$ cat src/rtl/core/arpv_pkg.sv
// ----------------------------------------------------------------------------
// ARP packet validator package
// Beat and result payloads, the captured header record, status codes and
// the fixed ARP constants shared by the front, queue and back modules.
// ----------------------------------------------------------------------------
`timescale 1ns / 1ps

package arpv_pkg;

  // Header and address geometry
  localparam int unsigned HDR_LEN        = 8;
  localparam int unsigned HW_ADDR_BYTES  = 6;
  localparam int unsigned PR_ADDR_BYTES  = 4;
  localparam logic [10:0] COUNT_MAX      = 11'h7FF;

  // Accepted hardware and protocol types
  localparam logic [15:0] HW_ETHER       = 16'h0001;
  localparam logic [15:0] HW_IEEE802     = 16'h0006;
  localparam logic [15:0] PROTO_IPV4     = 16'h0800;
  localparam logic [7:0]  HW_LEN_ETHER   = 8'd6;
  localparam logic [7:0]  PR_LEN_IPV4    = 8'd4;

  // Opcodes
  localparam logic [15:0] OP_REQUEST       = 16'd1;
  localparam logic [15:0] OP_REPLY         = 16'd2;
  localparam logic [15:0] OP_RARP_REQUEST  = 16'd3;
  localparam logic [15:0] OP_RARP_REPLY    = 16'd4;
  localparam logic [15:0] OP_INARP_REQUEST = 16'd8;
  localparam logic [15:0] OP_INARP_REPLY   = 16'd9;

  // Result status codes
  typedef enum logic [3:0] {
    ST_REQUEST       = 4'd0,
    ST_REPLY         = 4'd1,
    ST_TRUNCATED     = 4'd2,
    ST_BAD_HW_LEN    = 4'd3,
    ST_UNKNOWN_HW    = 4'd4,
    ST_BAD_PROTO_LEN = 4'd5,
    ST_UNKNOWN_PROTO = 4'd6,
    ST_MAC_MISMATCH  = 4'd7,
    ST_UNIMPL_OP     = 4'd8,
    ST_INVALID_OP    = 4'd9
  } arpv_status_t;

  // Input beat
  typedef struct packed {
    logic [7:0]  data_byte;
    logic        last;
    logic [47:0] frame_source_mac;
  } arpv_in_t;

  // Result beat
  typedef struct packed {
    logic [3:0]  status;
    logic [31:0] sender_ip;
    logic [47:0] sender_mac;
    logic [31:0] target_ip;
    logic [47:0] target_mac;
    logic        hw_addr_present;
  } arpv_out_t;

  // Fields captured from one payload
  typedef struct packed {
    logic [15:0] hw_type;
    logic [15:0] proto_type;
    logic [7:0]  hw_len;
    logic [7:0]  proto_len;
    logic [15:0] opcode;
    logic [47:0] sender_hw;
    logic [31:0] sender_proto;
    logic [47:0] target_hw;
    logic [31:0] target_proto;
  } arpv_cap_t;

  // One finished payload handed from front to back
  typedef struct packed {
    arpv_cap_t   cap;
    logic [11:0] len;
    logic [47:0] src_mac;
  } arpv_rec_t;

  // Queue status seen by front and back
  typedef struct packed {
    logic empty;
    logic full;
  } arpv_qstat_t;

endpackage

$ cat src/rtl/core/arpv_ifs.sv
// ----------------------------------------------------------------------------
// ARP packet validator stream interfaces
// Valid/ready channels for payload beats in and result beats out.
// ----------------------------------------------------------------------------
`timescale 1ns / 1ps

interface arpv_in_if
  import arpv_pkg::*;
();
  logic     valid;
  logic     ready;
  arpv_in_t data;

  modport source (output valid, output data, input ready);
  modport sink   (input valid, input data, output ready);
endinterface

interface arpv_out_if
  import arpv_pkg::*;
();
  logic      valid;
  logic      ready;
  arpv_out_t data;

  modport source (output valid, output data, input ready);
  modport sink   (input valid, input data, output ready);
endinterface

$ cat src/rtl/core/arpv_front.sv
// ----------------------------------------------------------------------------
// ARP packet validator front end
// Accepts payload beats, tracks the byte position and captures the header
// and address fields; pushes one record per payload on its last beat.
// ----------------------------------------------------------------------------
`timescale 1ns / 1ps

module arpv_front
  import arpv_pkg::*;
(
  input  logic        clk,
  input  logic        rst,
  arpv_in_if.sink     pkt,
  input  arpv_qstat_t q_stat,
  output logic        push,
  output arpv_rec_t   rec
);

  logic [10:0] byte_count;
  arpv_cap_t   cap;
  arpv_cap_t   cap_next;
  logic        accept;

  // Address region boundaries, relative to the end of the header
  logic [10:0] off;
  logic [10:0] hw_end;
  logic [10:0] sp_end;
  logic [10:0] th_end;
  logic [10:0] tp_end;

  assign pkt.ready = !q_stat.full;
  assign accept    = pkt.valid && pkt.ready;
  assign push      = accept && pkt.data.last;

  assign off    = byte_count - 11'(HDR_LEN);
  assign hw_end = {3'b000, cap.hw_len};
  assign sp_end = hw_end + {3'b000, cap.proto_len};
  assign th_end = sp_end + {3'b000, cap.hw_len};
  assign tp_end = th_end + {3'b000, cap.proto_len};

  // Capture the current byte into its field
  always_comb begin
    cap_next = cap;
    if (byte_count < 11'(HDR_LEN)) begin
      case (byte_count[2:0])
        3'd0, 3'd1: cap_next.hw_type    = {cap.hw_type[7:0], pkt.data.data_byte};
        3'd2, 3'd3: cap_next.proto_type = {cap.proto_type[7:0], pkt.data.data_byte};
        3'd4:       cap_next.hw_len     = pkt.data.data_byte;
        3'd5:       cap_next.proto_len  = pkt.data.data_byte;
        default:    cap_next.opcode     = {cap.opcode[7:0], pkt.data.data_byte};
      endcase
    end else if (off < hw_end) begin
      if (off < 11'(HW_ADDR_BYTES)) begin
        cap_next.sender_hw = {cap.sender_hw[39:0], pkt.data.data_byte};
      end
    end else if (off < sp_end) begin
      if ((off - hw_end) < 11'(PR_ADDR_BYTES)) begin
        cap_next.sender_proto = {cap.sender_proto[23:0], pkt.data.data_byte};
      end
    end else if (off < th_end) begin
      if ((off - sp_end) < 11'(HW_ADDR_BYTES)) begin
        cap_next.target_hw = {cap.target_hw[39:0], pkt.data.data_byte};
      end
    end else if (off < tp_end) begin
      if ((off - th_end) < 11'(PR_ADDR_BYTES)) begin
        cap_next.target_proto = {cap.target_proto[23:0], pkt.data.data_byte};
      end
    end
  end

  // Build the record for the queue
  assign rec.cap     = cap_next;
  assign rec.len     = {1'b0, byte_count} + 12'd1;
  assign rec.src_mac = pkt.data.frame_source_mac;

  // Advance position and fields; clear after the last beat
  always_ff @(posedge clk) begin
    if (rst) begin
      byte_count <= '0;
      cap        <= '0;
    end else if (accept) begin
      if (pkt.data.last) begin
        byte_count <= '0;
        cap        <= '0;
      end else begin
        cap <= cap_next;
        if (byte_count != COUNT_MAX) begin
          byte_count <= byte_count + 11'd1;
        end
      end
    end
  end

endmodule

$ cat src/rtl/core/arpv_queue.sv
// ----------------------------------------------------------------------------
// ARP packet validator record queue
// Small FIFO of finished payload records between front and back.
// ----------------------------------------------------------------------------
`timescale 1ns / 1ps

module arpv_queue
  import arpv_pkg::*;
#(
  parameter int DEPTH = 2
) (
  input  logic        clk,
  input  logic        rst,
  input  logic        push,
  input  arpv_rec_t   wr_rec,
  input  logic        pop,
  output arpv_rec_t   head,
  output arpv_qstat_t q_stat
);

  localparam int IDX_W = (DEPTH > 1) ? $clog2(DEPTH) : 1;
  localparam int CNT_W = $clog2(DEPTH + 1);

  arpv_rec_t         slots [DEPTH];
  logic [IDX_W-1:0]  wr_ptr;
  logic [IDX_W-1:0]  rd_ptr;
  logic [CNT_W-1:0]  count;

  assign q_stat.empty = (count == '0);
  assign q_stat.full  = (count == CNT_W'(DEPTH));
  assign head         = slots[rd_ptr];

  // Store a record on push
  always_ff @(posedge clk) begin
    if (push) begin
      slots[wr_ptr] <= wr_rec;
    end
  end

  // Advance pointers and occupancy
  always_ff @(posedge clk) begin
    if (rst) begin
      wr_ptr <= '0;
      rd_ptr <= '0;
      count  <= '0;
    end else begin
      if (push) begin
        wr_ptr <= (wr_ptr == IDX_W'(DEPTH - 1)) ? '0 : wr_ptr + IDX_W'(1);
      end
      if (pop) begin
        rd_ptr <= (rd_ptr == IDX_W'(DEPTH - 1)) ? '0 : rd_ptr + IDX_W'(1);
      end
      if (push && !pop) begin
        count <= count + CNT_W'(1);
      end else if (pop && !push) begin
        count <= count - CNT_W'(1);
      end
    end
  end

endmodule

$ cat src/rtl/core/arpv_back.sv
// ----------------------------------------------------------------------------
// ARP packet validator back end
// Classifies the record at the queue head and holds the result beat in an
// output register until it is taken.
// ----------------------------------------------------------------------------
`timescale 1ns / 1ps

module arpv_back
  import arpv_pkg::*;
(
  input  logic        clk,
  input  logic        rst,
  input  arpv_qstat_t q_stat,
  input  arpv_rec_t   head,
  output logic        pop,
  arpv_out_if.source  result
);

  arpv_status_t status;
  arpv_out_t    res_next;
  logic [11:0]  len_need;
  logic         truncated;
  logic         hw_ok;
  logic         pr_ok;

  assign pop = !q_stat.empty && (!result.valid || result.ready);

  // Length the two address lengths call for
  assign len_need  = 12'(HDR_LEN) + {3'b000, head.cap.hw_len, 1'b0}
                   + {3'b000, head.cap.proto_len, 1'b0};
  assign truncated = (head.len < 12'(HDR_LEN)) || (head.len < len_need);
  assign hw_ok     = head.cap.hw_len >= 8'(HW_ADDR_BYTES);
  assign pr_ok     = head.cap.proto_len >= 8'(PR_ADDR_BYTES);

  // Run the checks in priority order
  always_comb begin
    if (truncated) begin
      status = ST_TRUNCATED;
    end else if (!(head.cap.hw_type == HW_ETHER || head.cap.hw_type == HW_IEEE802)) begin
      status = ST_UNKNOWN_HW;
    end else if (head.cap.hw_len != HW_LEN_ETHER) begin
      status = ST_BAD_HW_LEN;
    end else if (head.cap.proto_type != PROTO_IPV4) begin
      status = ST_UNKNOWN_PROTO;
    end else if (head.cap.proto_len != PR_LEN_IPV4) begin
      status = ST_BAD_PROTO_LEN;
    end else if (head.cap.sender_hw != head.src_mac) begin
      status = ST_MAC_MISMATCH;
    end else begin
      case (head.cap.opcode)
        OP_REQUEST: status = ST_REQUEST;
        OP_REPLY:   status = ST_REPLY;
        OP_RARP_REQUEST, OP_RARP_REPLY,
        OP_INARP_REQUEST, OP_INARP_REPLY: status = ST_UNIMPL_OP;
        default:    status = ST_INVALID_OP;
      endcase
    end
  end

  // Mask short address fields; zero everything on truncation
  always_comb begin
    res_next.status = status;
    if (truncated) begin
      res_next.sender_ip       = '0;
      res_next.sender_mac      = '0;
      res_next.target_ip       = '0;
      res_next.target_mac      = '0;
      res_next.hw_addr_present = 1'b0;
    end else begin
      res_next.sender_ip       = pr_ok ? head.cap.sender_proto : '0;
      res_next.sender_mac      = hw_ok ? head.cap.sender_hw : '0;
      res_next.target_ip       = pr_ok ? head.cap.target_proto : '0;
      res_next.target_mac      = hw_ok ? head.cap.target_hw : '0;
      res_next.hw_addr_present = hw_ok;
    end
  end

  // Hold the result beat until taken
  always_ff @(posedge clk) begin
    if (rst) begin
      result.valid <= 1'b0;
    end else if (pop) begin
      result.valid <= 1'b1;
    end else if (result.ready) begin
      result.valid <= 1'b0;
    end
  end

  always_ff @(posedge clk) begin
    if (pop) begin
      result.data <= res_next;
    end
  end

endmodule

$ cat src/rtl/core/arp_packet_validator.sv
// ----------------------------------------------------------------------------
// ARP packet validator
// Parses an ARP payload a byte per beat and gives one status and address
// result per payload.
//
//   channel  dir  handshake            payload
//   pkt      in   pkt.valid/ready      data_byte, last, frame_source_mac
//   result   out  result.valid/ready   status, sender/target ip and mac,
//                                      hw_addr_present
//
// One byte beat is taken per cycle unless the record queue is full; the front captures fields as bytes pass.
// A result passes from its last beat through a record queue and
// the output register in the back end.
// pkt.ready drops only while the record queue is full; result stalls fill it.
// Reset is synchronous and clears the byte position, fields and queue.
// ----------------------------------------------------------------------------
`timescale 1ns / 1ps

module arp_packet_validator
  import arpv_pkg::*;
#(
  parameter int QUEUE_DEPTH = 2
) (
  input  logic       clk,
  input  logic       rst,
  arpv_in_if.sink    pkt,
  arpv_out_if.source result
);

  arpv_qstat_t q_stat;
  arpv_rec_t   rec_in;
  arpv_rec_t   rec_head;
  logic        push;
  logic        pop;

  arpv_front u_front (
    .clk    (clk),
    .rst    (rst),
    .pkt    (pkt),
    .q_stat (q_stat),
    .push   (push),
    .rec    (rec_in)
  );

  arpv_queue #(
    .DEPTH (QUEUE_DEPTH)
  ) u_queue (
    .clk    (clk),
    .rst    (rst),
    .push   (push),
    .wr_rec (rec_in),
    .pop    (pop),
    .head   (rec_head),
    .q_stat (q_stat)
  );

  arpv_back u_back (
    .clk    (clk),
    .rst    (rst),
    .q_stat (q_stat),
    .head   (rec_head),
    .pop    (pop),
    .result (result)
  );

  // Queue cannot be empty and full at once
  assert property (@(posedge clk) disable iff (rst) !(q_stat.empty && q_stat.full))
    else $error("record queue empty and full together");

  // A last beat leaves a record waiting in the queue
  assert property (@(posedge clk) disable iff (rst)
    (pkt.valid && pkt.ready && pkt.data.last) |=> !q_stat.empty)
    else $error("last beat did not reach the record queue");

  // Status stays within the defined codes
  assert property (@(posedge clk) disable iff (rst)
    result.valid |-> (result.data.status <= ST_INVALID_OP))
    else $error("result status out of range");

  // No pop from an empty queue
  assert property (@(posedge clk) disable iff (rst) pop |-> !q_stat.empty)
    else $error("pop from empty record queue");

endmodule

$ cat src/flat_wrapper.sv
// flat-port wrapper written by rule: the top's interface ports become plain ports
module arp_packet_validator_flat import arpv_pkg::*;
#(
  parameter int QUEUE_DEPTH = 2
)
  (clk, rst, pkt_valid, pkt_data, pkt_ready, result_valid, result_data, result_ready);
  arpv_in_if pkt_i ();
  arpv_out_if result_i ();
  input  logic clk;
  input  logic rst;
  input wire logic [$bits(pkt_i.valid)-1:0] pkt_valid;
  input wire logic [$bits(pkt_i.data)-1:0] pkt_data;
  output wire logic [$bits(pkt_i.ready)-1:0] pkt_ready;
  output wire logic [$bits(result_i.valid)-1:0] result_valid;
  output wire logic [$bits(result_i.data)-1:0] result_data;
  input wire logic [$bits(result_i.ready)-1:0] result_ready;
  assign pkt_i.valid = pkt_valid;
  assign pkt_i.data = pkt_data;
  assign pkt_ready = pkt_i.ready;
  assign result_valid = result_i.valid;
  assign result_data = result_i.data;
  assign result_i.ready = result_ready;
  arp_packet_validator #(.QUEUE_DEPTH(QUEUE_DEPTH)) u_core (.clk(clk), .rst(rst), .pkt(pkt_i), .result(result_i));
endmodule
$ cat config.mk
export PLATFORM = sky130hd
export DESIGN_NAME = arp_packet_validator_flat
export DESIGN_NICKNAME = d
export VERILOG_FILES = /design/src/rtl/core/arpv_pkg.sv /design/src/rtl/core/arpv_ifs.sv /design/src/rtl/core/arpv_front.sv /design/src/rtl/core/arpv_queue.sv /design/src/rtl/core/arpv_back.sv /design/src/rtl/core/arp_packet_validator.sv /design/src/flat_wrapper.sv
export SDC_FILE = /design/constraint.sdc
export NUM_CORES = 1
export LEC_CHECK = 0
export ABC_AREA = 1
export BUFFER_PORTS_ARGS = -buffer_cell sky130_fd_sc_hd__clkbuf_2
export CAP_MARGIN = 10
export CORE_UTILIZATION = 38
export CTS_CLUSTER_SIZE = 14
export DETAILED_ROUTE_END_ITERATION = 12
export HOLD_SLACK_MARGIN = 0.05
export SYNTH_ARGS = -nofsm -noshare
export SYNTH_HDL_FRONTEND = slang
export SYNTH_SLANG_ARGS = --single-unit
$ cat constraint.sdc
create_clock -name clk -period 15.31 [get_ports clk]
set_clock_uncertainty 0.05 [all_clocks]
set_input_delay 3.062 -clock clk [delete_from_list [all_inputs] [get_ports clk]]
set_output_delay 3.062 -clock clk [all_outputs]
set_load 0.01 [all_outputs]
==> reports/metrics.cfg <==
[synthesis]
synth_cells=3998
synth_top_cell_by_area=edfxtp_1
yosysSeqAreaShare=0.6400
synthesis.nets=4154
synth_flop_cell=edfxtp_1
synth_edf_count=731
synthArstFlopShare=0
synthTopCellsByArea=edfxtp_1 (52%), dfxtp_1 (12%), nand2_1 (11%)
synth_top_area_share=0.5247
yosys_warnings=0
ys_types=53
yosys.cell_count.top_type=nand2_1
synth_seq_cells=972
synth_area_per_cell_sq_um=10.46
syn_area_sq_um=41840
synth_common_cells=nand2_1 (1182), edfxtp_1 (731), a21oi_1 (427), inv_1 (269), dfxtp_1 (241)

[timing]
fin_crit_sh=0.4168
slew_headroom=0.2335
fmax_mhz=156.7
hold_viol=0
finalSetupViolCount=0
slew_violations=0
fin_tns_setup_ns=0
period_needed_ns=6.382
rsz0062_at_grt=false
setup_ws_ns=8.928
worstMarginPinSlew_ns=1.146

[grt]
track_usage=0.1729
antenna_found_initial=3
grt_pass1_vias=26355
grt_remaining_overflow=0
grt_max_degree=147
grt_first_pass_wirelength_um=151600

[routing]
firstDrtPassIters=5
drtIter0Drc=2155
wl_met1_um=44910
wire_per_inst_um=17.42
routed_wl_um=98660
vias=28085
drc_errors=0
ant_nets=0
top_layer_used=met5
viasPerCell=4.958
wl_met3_um=4639
wl_met2_um=47080

[floorplanning]
die_area_sq_um=111400
die_h_um=333.8
start_util=0.3838
ios=228
core_area_sq_um=109000
rows=121
fp.dieW_um=333.8

[clock_tree]
hold_buffers=0
cts-resized-gates=0
cts_tree=built
post-cts-setup-buffer-count=0
cts_buffers=101
cts_buffer_depth=3
clk_pin_slew_ns=0.07
clock-root-buffer=clkbuf_16
insertion_delay_ns=0.66
cts_max_level=3
cts_sinks=972

[worst_setup_path]
slowest_stage=nand2_2
rr_endpoint=u_core.u_front.cap[18]
cp-end-kind=flip-flop
crit_type=reg2reg
critPathCapture=u_core.u_front.cap[18]
worst_setup_path_start_kind=flip-flop
crit_path_max_fanout=33
crit_arrival_ns=6.92
reg2regPathDepth=32
reg2reg_from=u_core.u_front.cap[184]
critPathRequiredTime_ns=15.85
cp_common_cell=nand2_1
crit_start=u_core.u_front.cap[184]
cpPeakStageDelay_ns=0.63
reg2reg_slack_ns=8.93

[pwr]
p_leak_nw=18.23
p_per_area_nw_per_um2=165.1
peakVddDrop_mv=0.1995

[cells_and_area]
finalNetCount=4319
multi_input_comb_area_sq_um=13160
final_area_sq_um=47640
diodes=0
syn_to_final_growth_pct=13.87
final_cells=5665
nFillCells=10143
post-route-util=0.4370
drive_above_1_share=0.1268
regArea_sq_um=26780

[placed_design]
gp_congestion=0.8527
dp_slack_ns=8.914
dpl.hpwl_um=57850
dp.cells=5474
port_buffers=227
placed_area_sq_um=44180

[run_status]
outcome=finished clean

[hold_path]
min_path_type=reg2reg

[job]
maxCapViolCount=0

area by class of cell:
type                            count  area share
Inverter                          279     0.02209
Multi-Input combinational cell   2554      0.2762
Clock inverter                     50     0.01198
Clock buffer                      141     0.06070
Timing Repair Buffer              255     0.02976
Tap cell                         1414     0.03714
Sequential cell                   972      0.5621
cell usage in the layout (no fill, tap or decap), types with 4 or more instances in the layout:
| cell | Yosys | layout |
|---|---|---|
| or4_1 | 4 | 4 |
| o21ai_0 | 95 | 95 |
| nor3_1 | 20 | 20 |
| mux2i_1 | 58 | 58 |
| nand3_2 | 24 | 24 |
| bufinv_16 | 0 | 11 |
| buf_4 | 6 | 23 |
| nand3b_1 | 5 | 5 |
| nor4_1 | 16 | 16 |
| xor2_1 | 53 | 53 |
| dfxtp_1 | 241 | 240 |
| a21oi_2 | 10 | 10 |
| edfxtp_1 | 731 | 731 |
| nand2_2 | 10 | 10 |
| clkbuf_1 | 114 | 22 |
| inv_2 | 10 | 9 |
| clkinv_2 | 0 | 24 |
| clkinv_1 | 0 | 6 |
| a21oi_1 | 427 | 426 |
| nand4_1 | 22 | 22 |
| inv_1 | 269 | 269 |
| xnor2_1 | 32 | 32 |
| fa_1 | 5 | 5 |
| nor2_1 | 137 | 134 |
| mux2_2 | 16 | 16 |
| o21ai_1 | 7 | 7 |
| nand2_1 | 1182 | 1180 |
| buf_12 | 0 | 5 |
| or2_2 | 29 | 29 |
| o21bai_1 | 7 | 7 |
| clkbuf_2 | 0 | 226 |
| clkbuf_8 | 0 | 16 |
| clkbuf_16 | 0 | 104 |
| nor2_4 | 2 | 5 |
| nor2_2 | 4 | 4 |
| nand3_1 | 205 | 205 |
| and2_1 | 65 | 65 |
| ha_1 | 90 | 90 |
sequential cells by signal, summed over array words and instances (netlist names), named ones only:
name,count
u_core.u_queue.slots,566
u_core.u_back.result.valid,1
u_core.u_queue.rd_ptr,1
u_core.u_back.result.data,165
u_core.u_queue.wr_ptr,1
u_core.u_front.byte_count,11
u_core.u_front.cap,224
u_core.u_queue.count,2
worst max-delay path: cells and delay by family, from the launching register on:
kind / cells / cell delay [ns]
AND/OR/NAND/NOR: 17 / 2.29
flip-flops: 1 / 0.38
buffers and inverters: 3 / 0.58
AO/OA/AOI/OAI: 6 / 1.16
adder cells (fa/ha/maj): 5 / 1.61
XOR/XNOR: 1 / 0.19
power by group:
group | switching (W) | internal (W) | leakage [nW] | total, W
clock network | 0.00102 | 0.00151 | 1.71 | 0.00252
registers | 0.000137 | 0.00334 | 8.92 | 0.00347
logic | 0.00132 | 0.000548 | 7.59 | 0.00187
logic make-up after synthesis:
kind of cell / count (synthesis) / share of synthesized area
adders and majority gates: 95 / 0.02931
AOI/OAI and AO/OA: 569 / 0.07124
xor gates and xnor gates: 85 / 0.01780
buffers and inverters: 472 / 0.04693
muxes: 74 / 0.01818
DFF: 972 / 0.6400
and+or+nand+nor: 1731 / 0.1765
stage by stage:
step / power [W] / hold WS [ns]
5_1_grt: 0.008274 / 0.4239
3_5_place_dp: 0.005445 / 0.4006
3_3_place_gp: 0.005432 / 0.3859
6_report: 0.007867 / 0.4090
4_1_cts: 0.007978 / 0.4088
2_1_floorplan: 0.004773 / 0.3756
per-layer routing:
layer	vias up	track usage
met2	600	0.2870
met5	-	0
met3	123	0.02534
met4	4	0.04714
li1	13880	-
met1	13478	0.2354
how the worst min path moves through the flow:
stage                                  startpoint                 endpoint  slack, ns  cells past startpoint
after floorplan             u_core.u_queue.rd_ptr                flip-flop       0.38                      1
after global placement      u_core.u_queue.rd_ptr    u_core.u_queue.rd_ptr       0.39                      1
after detailed placement    u_core.u_queue.rd_ptr    u_core.u_queue.rd_ptr       0.40                      1
after CTS                   u_core.u_queue.rd_ptr    u_core.u_queue.rd_ptr       0.41                      1
after global routing      u_core.u_front.cap[171]  u_core.u_front.cap[171]       0.42                      2
final                       u_core.u_queue.rd_ptr    u_core.u_queue.rd_ptr       0.41                      1
No activity file was read; power rests on OpenSTA's default activity.
